--- config.mk ---
export PLATFORM = sky130hd
export DESIGN_NAME = unix_seconds_to_calendar_date_unit
export DESIGN_NICKNAME = d
export VERILOG_FILES = /design/src/usc_pkg.sv /design/src/unix_seconds_to_calendar_date_unit.sv /design/src/usc_datapath.sv /design/src/usc_ctrl.sv
export SDC_FILE = /design/constraint.sdc
export NUM_CORES = 1
export LEC_CHECK = 0
export ABC_AREA = 1
export BUFFER_PORTS_ARGS = -buffer_cell sky130_fd_sc_hd__buf_2
export CAP_MARGIN = 5
export CORE_MARGIN = 10
export CORE_UTILIZATION = 60
export DETAILED_ROUTE_END_ITERATION = 7
export MAX_ROUTING_LAYER = met4
export PLACE_DENSITY = 0.77
export SLEW_MARGIN = 20
export SYNTH_ARGS = -nofsm -noshare
export SYNTH_HDL_FRONTEND = slang
export SYNTH_SLANG_ARGS = --single-unit
--- constraint.sdc ---
create_clock -name clk_i -period 8 [get_ports clk_i]
set_clock_uncertainty 0.05 [all_clocks]
set_input_delay 1.6 -clock clk_i [delete_from_list [all_inputs] [get_ports clk_i]]
set_output_delay 1.6 -clock clk_i [all_outputs]
set_load 0.1 [all_outputs]
--- src/usc_pkg.sv ---
// Shared types and constants for the seconds-to-calendar conversion unit.
`timescale 1ns / 1ps

package usc_pkg;

  localparam int unsigned SecsW   = 32;
  localparam int unsigned DaysW   = 16;
  localparam int unsigned TodW    = 17;
  localparam int unsigned YearW   = 12;
  localparam int unsigned CntW    = 3;

  // days = (secs >> 7) / 675, by multiply with 2^35 / 675 rounded up
  localparam logic [25:0] DayRecip  = 26'd50903317;
  localparam logic [9:0]  DayOdd    = 10'd675;
  // hours = (tod >> 4) / 225, by multiply with 2^21 / 225 rounded up
  localparam logic [13:0] HourRecip = 14'd9321;
  localparam logic [7:0]  HourOdd   = 8'd225;
  // minutes = (secs in hour >> 2) / 15, by multiply with 2^14 / 15 rounded up
  localparam logic [10:0] MinRecip  = 11'd1093;
  localparam logic [3:0]  MinOdd    = 4'd15;

  localparam logic [CntW-1:0] SplitLastCnt = 3'd5;

  localparam logic [YearW-1:0] FirstYear     = 12'd1970;
  localparam logic [6:0]       FirstYearM100 = 7'd70;
  localparam logic [8:0]       FirstYearM400 = 9'd370;
  localparam logic [6:0]       LastM100      = 7'd99;
  localparam logic [8:0]       LastM400      = 9'd399;
  localparam logic [8:0]       YearLenLeap   = 9'd366;
  localparam logic [8:0]       YearLenNorm   = 9'd365;
  localparam logic [3:0]       LastMonthIdx  = 4'd11;

  typedef enum logic [1:0] {
    ST_IDLE,
    ST_SPLIT,
    ST_YEAR,
    ST_MONTH
  } ctrl_state_e;

  typedef struct packed {
    logic     load_in;
    logic     split_en;
    logic     year_step;
    logic     month_step;
    logic     out_load;
  } usc_cmd_t;

  typedef struct packed {
    logic year_done;
    logic month_done;
  } usc_status_t;

  function automatic logic [4:0] month_len(input logic [3:0] month, input logic leap);
    logic [4:0] len;
    case (month)
      4'd0:    len = 5'd31;
      4'd1:    len = leap ? 5'd29 : 5'd28;
      4'd2:    len = 5'd31;
      4'd3:    len = 5'd30;
      4'd4:    len = 5'd31;
      4'd5:    len = 5'd30;
      4'd6:    len = 5'd31;
      4'd7:    len = 5'd31;
      4'd8:    len = 5'd30;
      4'd9:    len = 5'd31;
      4'd10:   len = 5'd30;
      4'd11:   len = 5'd31;
      default: len = 5'd31;
    endcase
    return len;
  endfunction

endpackage

--- src/unix_seconds_to_calendar_date_unit.sv ---
// Top level of the Unix seconds to Gregorian date and time converter.
`timescale 1ns / 1ps

// Converts an unsigned 32-bit count of seconds since 1970-01-01 00:00:00 UTC
// into day, month, year, hour, minute and second. One transaction is handled
// at a time: the count is first split into days and time of day by constant
// reciprocal multiplication, then years are stepped off one per cycle (up to
// 136) and months one per cycle (up to 11). When the result is loaded into
// the output register the unit returns to idle and the next input
// transaction can be accepted. The result sits in an output register, so the
// next transaction is processed while it waits to be taken; a stalled output
// holds the unit in its last month step.
module unix_seconds_to_calendar_date_unit (
  input  logic        clk_i,
  input  logic        rst_ni,
  input  logic        in_valid_i,
  output logic        in_stall_o,
  input  logic [31:0] epoch_seconds_i,
  output logic        out_valid_o,
  input  logic        out_stall_i,
  output logic [4:0]  day_of_month_o,
  output logic [3:0]  month_number_o,
  output logic [11:0] year_number_o,
  output logic [4:0]  hour_of_day_o,
  output logic [5:0]  minute_of_hour_o,
  output logic [5:0]  second_of_minute_o
);
  import usc_pkg::*;

  usc_cmd_t    cmd;
  usc_status_t status;

  usc_ctrl u_ctrl (
    .clk_i       (clk_i),
    .rst_ni      (rst_ni),
    .in_valid_i  (in_valid_i),
    .in_stall_o  (in_stall_o),
    .out_valid_o (out_valid_o),
    .out_stall_i (out_stall_i),
    .status_i    (status),
    .cmd_o       (cmd)
  );

  usc_datapath u_datapath (
    .clk_i              (clk_i),
    .epoch_seconds_i    (epoch_seconds_i),
    .cmd_i              (cmd),
    .status_o           (status),
    .day_of_month_o     (day_of_month_o),
    .month_number_o     (month_number_o),
    .year_number_o      (year_number_o),
    .hour_of_day_o      (hour_of_day_o),
    .minute_of_hour_o   (minute_of_hour_o),
    .second_of_minute_o (second_of_minute_o)
  );

  assert property (@(posedge clk_i) disable iff (!rst_ni)
    (in_valid_i && !in_stall_o) |=> in_stall_o)
    else $error("busy not raised after input transaction");

  assert property (@(posedge clk_i) disable iff (!rst_ni)
    out_valid_o |-> (month_number_o >= 4'd1) && (month_number_o <= 4'd12) &&
                    (day_of_month_o >= 5'd1))
    else $error("date out of range");

  assert property (@(posedge clk_i) disable iff (!rst_ni)
    out_valid_o |-> (hour_of_day_o < 5'd24) && (minute_of_hour_o < 6'd60) &&
                    (second_of_minute_o < 6'd60))
    else $error("time of day out of range");

endmodule

--- src/usc_datapath.sv ---
// Datapath: reciprocal multiply split, year and month stepping, output registers.
`timescale 1ns / 1ps

module usc_datapath (
  input  logic                clk_i,
  input  logic [31:0]         epoch_seconds_i,
  input  usc_pkg::usc_cmd_t   cmd_i,
  output usc_pkg::usc_status_t status_o,
  output logic [4:0]          day_of_month_o,
  output logic [3:0]          month_number_o,
  output logic [11:0]         year_number_o,
  output logic [4:0]          hour_of_day_o,
  output logic [5:0]          minute_of_hour_o,
  output logic [5:0]          second_of_minute_o
);
  import usc_pkg::*;

  logic [SecsW-1:0]  num_q;
  logic [DaysW-1:0]  days_q;
  logic [TodW-1:0]   tod_q;
  logic [11:0]       msec_q;
  logic [YearW-1:0]  year_q;
  logic [6:0]        m100_q;
  logic [8:0]        m400_q;
  logic [3:0]        month_q;
  logic [4:0]        hour_q;
  logic [5:0]        min_q;
  logic [5:0]        sec_q;

  logic [50:0]       day_prod;
  logic [9:0]        day_back;
  logic [9:0]        day_rest;
  logic [25:0]       hour_prod;
  logic [7:0]        hour_back;
  logic [7:0]        hour_rest;
  logic [19:0]       min_prod;
  logic [3:0]        min_back;
  logic [3:0]        min_rest;
  logic              leap;
  logic [8:0]        ylen;
  logic [4:0]        mlen;

  assign day_prod  = 51'(num_q[SecsW-1:7]) * 51'(DayRecip);
  assign day_back  = days_q[9:0] * DayOdd;
  assign day_rest  = num_q[16:7] - day_back;
  assign hour_prod = 26'(tod_q[16:4]) * 26'(HourRecip);
  assign hour_back = {3'd0, hour_q} * HourOdd;
  assign hour_rest = tod_q[11:4] - hour_back;
  assign min_prod  = 20'(msec_q[11:2]) * 20'(MinRecip);
  assign min_back  = min_q[3:0] * MinOdd;
  assign min_rest  = msec_q[5:2] - min_back;

  assign leap = (m400_q == 9'd0) || ((year_q[1:0] == 2'd0) && (m100_q != 7'd0));
  assign ylen = leap ? YearLenLeap : YearLenNorm;
  assign mlen = month_len(month_q, leap);

  assign status_o.year_done  = (days_q < {7'd0, ylen});
  assign status_o.month_done = (month_q == LastMonthIdx) || (days_q < {11'd0, mlen});

  always_ff @(posedge clk_i) begin
    if (cmd_i.load_in) begin
      num_q   <= epoch_seconds_i;
      year_q  <= FirstYear;
      m100_q  <= FirstYearM100;
      m400_q  <= FirstYearM400;
      month_q <= '0;
    end else if (cmd_i.split_en) begin
      days_q <= day_prod[50:35];
      tod_q  <= {day_rest, num_q[6:0]};
      hour_q <= hour_prod[25:21];
      msec_q <= {hour_rest, tod_q[3:0]};
      min_q  <= min_prod[19:14];
      sec_q  <= {min_rest, msec_q[1:0]};
    end else if (cmd_i.year_step) begin
      days_q <= days_q - {7'd0, ylen};
      year_q <= year_q + 12'd1;
      m100_q <= (m100_q == LastM100) ? 7'd0 : m100_q + 7'd1;
      m400_q <= (m400_q == LastM400) ? 9'd0 : m400_q + 9'd1;
    end else if (cmd_i.month_step) begin
      days_q  <= days_q - {11'd0, mlen};
      month_q <= month_q + 4'd1;
    end
  end

  always_ff @(posedge clk_i) begin
    if (cmd_i.out_load) begin
      day_of_month_o     <= days_q[4:0] + 5'd1;
      month_number_o     <= month_q + 4'd1;
      year_number_o      <= year_q;
      hour_of_day_o      <= hour_q;
      minute_of_hour_o   <= min_q;
      second_of_minute_o <= sec_q;
    end
  end

endmodule

--- src/usc_ctrl.sv ---
// Controller: sequences the split into days and time, year and month stepping, output handoff.
`timescale 1ns / 1ps

module usc_ctrl (
  input  logic                 clk_i,
  input  logic                 rst_ni,
  input  logic                 in_valid_i,
  output logic                 in_stall_o,
  output logic                 out_valid_o,
  input  logic                 out_stall_i,
  input  usc_pkg::usc_status_t status_i,
  output usc_pkg::usc_cmd_t    cmd_o
);
  import usc_pkg::*;

  ctrl_state_e       state_q, state_d;
  logic [CntW-1:0]   cnt_q, cnt_d;
  logic              out_valid_q, out_valid_d;
  logic              slot_free;
  logic              in_accept;

  assign in_stall_o  = (state_q != ST_IDLE);
  assign in_accept   = in_valid_i && !in_stall_o;
  assign out_valid_o = out_valid_q;
  assign slot_free   = !out_valid_q || !out_stall_i;

  always_comb begin
    state_d = state_q;
    cnt_d   = cnt_q;
    case (state_q)
      ST_IDLE: begin
        if (in_accept) begin
          state_d = ST_SPLIT;
          cnt_d   = SplitLastCnt;
        end
      end
      ST_SPLIT: begin
        if (cnt_q != '0) begin
          cnt_d = cnt_q - CntW'(1);
        end else begin
          state_d = ST_YEAR;
        end
      end
      ST_YEAR: begin
        if (status_i.year_done) begin
          state_d = ST_MONTH;
        end
      end
      ST_MONTH: begin
        if (status_i.month_done && slot_free) begin
          state_d = ST_IDLE;
        end
      end
      default: state_d = ST_IDLE;
    endcase
  end

  always_comb begin
    cmd_o       = '0;
    out_valid_d = out_valid_q && out_stall_i;
    case (state_q)
      ST_IDLE: begin
        cmd_o.load_in = in_accept;
      end
      ST_SPLIT: begin
        cmd_o.split_en = 1'b1;
      end
      ST_YEAR: begin
        cmd_o.year_step = !status_i.year_done;
      end
      ST_MONTH: begin
        cmd_o.month_step = !status_i.month_done;
        if (status_i.month_done && slot_free) begin
          cmd_o.out_load = 1'b1;
          out_valid_d    = 1'b1;
        end
      end
      default: ;
    endcase
  end

  always_ff @(posedge clk_i or negedge rst_ni) begin
    if (!rst_ni) begin
      state_q     <= ST_IDLE;
      cnt_q       <= '0;
      out_valid_q <= 1'b0;
    end else begin
      state_q     <= state_d;
      cnt_q       <= cnt_d;
      out_valid_q <= out_valid_d;
    end
  end

endmodule
==> results.toml, run 1 <==
[outcome]
status = "finished clean"

[global_routing]
grt_pass1_wl_um = 100000
grt_overflow = 0
antenna_found_initial = 1
grt_usage_pct = 26.3
grt_pass1_vias = 19600
grt_start_max_net_pins = 64

[clock_tree]
tritoncts = "built"
clockBufferDepth = 2
hold_buffers = 0
clk_latency_ns = 0.48
clock-root-buffer = "clkbuf_16"
cts_made_buffers = 17
clock_sinks = 170
postCtsSetupBuffers = 0
clkSlewWorstSetupHoldPaths_ns = 0.08
h-tree-depth = 4
ctsResizeCount = 0

[sta]
worst_pin_slew_ns = 1.03
setup_viol = 0
timing.hold.ws_ns = 0.366
period_minus_slack_ns = 6.59
hold_violations = 0
relSlewSlack_pct = 30.9
layout_worst_path_cycle_share_pct = 82.3
grt_setup_unrepaired = "false"
fmax_ghz = 0.152
drv_slew = 0
tns_ns = 0

[synthesis]
netlist_instances = 2915
synth_top_area_share_pct = 24.7
synth-edff-count = 132
netlist.top_cell.by_area = "ha_1"
yosysUniqueCellTypes = 45
yosys-top-cells-count = "inv_1 (791), nand2_1 (624), ha_1 (479), fa_1 (239), nor2_1 (157)"
syn_area_um2 = 24300
synth.ff_latch_count = 170
ys_seq_area_share_pct = 19.6
async_flop_share_pct = 3.53
synth_area_per_cell_um2 = 8.33
ys.warnings.count = 0
synth_fp_nets = 3669
synth_area_leaders = "ha_1 (25%), fa_1 (20%), edfxtp_1 (16%)"
synth_ff_type = "edfxtp_1"
yosysMostFrequentCell = "inv_1"

[die]
initial_utilization_pct = 60.9
core_area_um2 = 39800
row_count = 73
die_x_um = 221
die_y_um = 221
io_pins = 76
die_area_um2 = 48900

[final_layout]
area_growth_pct = 6.38
fin_util_pct = 64.8
fill_cells = 3410
multi_input_area_um2 = 16400
nets = 3747
seq_area_um2 = 4750
insertedDiodeCount = 0
final_layout_size_suffix_gt1_share_pct = 4.29

[critical_path]
cp.required_ns = 8.19
cpMaxStageDelayCell = "edfxtp_1"
path_common_cell = "inv_1"
endpoint_kind = "register"
worstPathMaxFanout = 11
arrival_ns = 6.78
critPathMaxStageDelay_ns = 0.78
crit_path_start_kind = "register"
criticalPathCategory = "reg2reg"

[route]
routedWlPerCell_um = 17.2
drt_wl_total_um = 60900
first_pass_iters = 5
via_per_inst = 5.30
drtAntennaViolNets = 0
drc_errors = 0
drt-initial-drc-count = 1361
vias = 18700

[place]
place_congestion = 1.05
hpwl_um = 51900
port_buffers = 75

[flow_run]
drv_cap = 0

[min_path]
hp-class = "reg2reg"
## final timing paths
path                                                startpoint                              end  slack (ns)  cells after the start
worst min register to register   u_datapath.num_q[0]$_DFFE_PP_    u_datapath.tod_q[0]$_DFFE_PP_        0.37                      0
max in group asynchronous                               rst_ni    u_ctrl.state_q[0]$_DFFE_PN0P_        6.87                      1
worst min-delay path             u_datapath.num_q[0]$_DFFE_PP_    u_datapath.tod_q[0]$_DFFE_PP_        0.37                      0
min in group asynchronous                               rst_ni     u_ctrl.out_valid_o$_DFF_PN0_        0.87                      1
worst max-delay path            u_datapath.num_q[12]$_DFFE_PP_  u_datapath.days_q[11]$_DFFE_PP_        1.41                     25
worst max register to register  u_datapath.num_q[12]$_DFFE_PP_  u_datapath.days_q[11]$_DFFE_PP_        1.41                     25
## flip-flops by register name, indices dropped and copies added, names as in the netlist, 7 cells and up
register and cells:
u_datapath.year_q 12, u_datapath.m400_q 9, u_datapath.num_q 32, u_datapath.tod_q 17, u_datapath.days_q 16, u_datapath.msec_q 12
u_datapath.year_number_o 12, u_datapath.m100_q 7
## worst max-delay path: cells and delay by family, from the launching register on
family,cells,cell delay [ns]
flip-flops,1,0.78
AND/OR/NAND/NOR,10,1.20
buffers and inverters,7,0.72
adder cells (fa/ha/maj),8,3.56
## layout make-up
class,instances,share of cell area (%)
Clock inverter,15,0.645
Inverter,793,11.5
Tap cell,525,2.54
Sequential cell,170,18.4
Timing Repair Buffer,79,1.57
Clock buffer,17,1.65
Multi-Input combinational cell,1932,63.6
## placed cells by master (no fill, tap or decap), types with 6 or more instances in the layout
cell,n
edfxtp_1,132
o21bai_1,7
o21ai_0,38
o211ai_1,13
nand4_1,36
fa_1,239
buf_2,75
clkbuf_16,17
nand2_1,624
xor2_1,66
nor3_1,31
nand3_1,99
dfxtp_1,32
ha_1,478
nor2_1,157
inv_1,790
dfrtp_1,6
a21oi_1,82
xnor2_1,22
## cells by family after synthesis
logic type,count (synthesis),synth area share [%]
xor gates and xnor gates,88,3.18
AOI/OAI and AO/OA,157,3.68
buffers and inverters,813,12.8
adders and majority gates,718,44.4
and+or+nand+nor,969,16.4
DFF,170,19.6
## layer usage
metal | global-route usage (%) | vias up | share of wire (%)
met4 | 9.38 | 0 | 3.3
met2 | 43.6 | 494 | 48
li1 | - | 9131 | -
met3 | 5.06 | 95 | 6.1
met5 | - | - | 0
met1 | 31.4 | 8998 | 42
## metrics by stage
step	area, µm²	instances	setup WS [ns]
2_1_floorplan	24300	2915	2.43
3_3_place_gp	25200	3499	1.45
3_5_place_dp	25200	3499	1.48
4_1_cts	25800	3531	1.44
5_1_grt	25800	3531	1.10
6_report	25800	3531	1.41
Power of run 1 is left out: the tool's default activity adds up to more than one toggle a clock period on the data nets, which glitch-free logic cannot reach.
==> run 2, diff against run 1 <==
clock period = 6.4 ns   (was 8 ns; I/O delays follow)
==> run 2 against run 1 <==
Compared with the run above: final area is 1.2% higher; worst setup slack worse by 1.1 ns; first-iteration DRC count is 2.1% higher; flip-flop and latch count stayed put; critical path depth stayed put; count of clock-buffer cells in the layout is 1 higher; register-to-register slack worse by 1.1 ns; via count is 1.1% higher; sequential share of layout area is 0.22 points lower.
==> results.toml, run 2 (synthesized netlist as in run 1, its figures left out) <==
[outcome]
status = "finished clean"

[critical_path]
endpoint_kind = "register"
crit_family = "adder cells"
cp.depth = 25
arrival_ns = 6.27
cp.buffers_inverters = 7
cpMaxStageDelayCell = "fa_1"
path_common_cell = "inv_1"
critPathMaxStageDelay_ns = 0.56
crit_path_start_kind = "register"
worstPathMaxFanout = 6
criticalPathCategory = "reg2reg"
reg2reg_depth = 25
cp.required_ns = 6.60
reg2reg_slack_ns = 0.33

[clock_tree]
h-tree-depth = 4
hold_buffers = 0
clk_latency_ns = 0.50
tritoncts = "built"
clockBufferDepth = 2
cts_made_buffers = 17
clock-root-buffer = "clkbuf_16"
clkSlewWorstSetupHoldPaths_ns = 0.08
clock_sinks = 170

[global_routing]
grt_pass1_vias = 19300
grt_pass1_wl_um = 101000
met1_usage_pct = 32.6
met3_usage_pct = 3.73
grt_start_max_net_pins = 64
grt_overflow = 0
antenna_found_initial = 0
grt_usage_pct = 26.7
busiest_layer = "met2"
grt.met2_usage_pct = 44.9

[place]
hpwl_um = 52900
place_area_um2 = 25300
place_congestion = 1.00
port_buffers = 75
placed_cells = 3514

[final_layout]
layout_commonest_cell = "inv_1"
fill_cells = 3375
mostFrequentLayoutCells = "inv_1 (790), nand2_1 (624), ha_1 (478)"
final_area_um2 = 26100
nets = 3786
area_growth_pct = 7.69
largest_reg_flops = 32
reg_top3 = "u_datapath.num_q: 32 flops, u_datapath.tod_q: 17 flops, u_datapath.days_q: 16 flops"
final_cells = 3570
final_layout_size_suffix_gt1_share_pct = 5.52
largest-register = "u_datapath.num_q"
insertedDiodeCount = 0

[die]
row_count = 73
die_x_um = 221
io_pins = 76
die_area_um2 = 48900
core_area_um2 = 39800
initial_utilization_pct = 60.9
die_y_um = 221

[route]
vias = 18900
drtAntennaViolNets = 0
first_pass_iters = 5
routedWlPerCell_um = 17.3
drc_errors = 0
drt_wl_total_um = 61900
drt-initial-drc-count = 1390
via_per_inst = 5.30

[min_path]
worstHoldPathCells = 0
hp-class = "reg2reg"

[sta]
setup_viol = 0
layout_worst_path_cycle_share_pct = 94.9
worst_pin_slew_ns = 0.946
hold_violations = 0
relSlewSlack_pct = 36.8
period_minus_slack_ns = 6.07
timing.hold.ws_ns = 0.368
drv_slew = 0
fmax_ghz = 0.165

[flow_run]
drv_cap = 0
## run 2: timing repair
item / in CTS / in global routing
setup buffers: 0 / 24
resized for setup: 0 / 1
setup endpoints to repair: 0 / 16
## run 2: worst paths after layout
kind                                                start                         endpoint
setup / recovery           u_datapath.num_q[12]$_DFFE_PP_  u_datapath.days_q[15]$_DFFE_PP_
hold / removal              u_datapath.num_q[2]$_DFFE_PP_    u_datapath.tod_q[2]$_DFFE_PP_
setup reg to reg           u_datapath.num_q[12]$_DFFE_PP_  u_datapath.days_q[15]$_DFFE_PP_
hold reg to reg             u_datapath.num_q[2]$_DFFE_PP_    u_datapath.tod_q[2]$_DFFE_PP_
max in group asynchronous                          rst_ni      u_ctrl.cnt_q[2]$_DFFE_PN0P_
min in group asynchronous                          rst_ni     u_ctrl.out_valid_o$_DFF_PN0_
## run 2: layout make-up
cell class / count / area [µm²] / share of cell area (%)
clock buffer: 18 / 429 / 1.64
clock inverter: 14 / 184 / 0.704
inverter: 793 / 2980 / 11.4
multi-input combinational: 1932 / 16400 / 62.9
sequential: 170 / 4750 / 18.2
tap: 525 / 657 / 2.51
timing repair buffer: 118 / 698 / 2.67
## run 2: metrics by stage
| step | util (%) | TNS (ns) | setup slack [ns] |
|---|---|---|---|
| 5_1_grt | 65.6 | -0.00750 | -0.00750 |
| 3_5_place_dp | 63.6 | 0 | 0.156 |
| 6_report | 65.6 | 0 | 0.327 |
| 4_1_cts | 65.2 | 0 | 0.119 |
| 2_1_floorplan | - | 0 | 0.833 |
| 3_3_place_gp | 63.6 | 0 | 0.248 |
## run 2: layer usage
metal	routed length (µm)	part of all wire, %
met5	0	0
met4	1800	2.9
met3	2920	4.7
met2	30400	49
met1	26800	43
Power of run 2 is left out for the same reason.
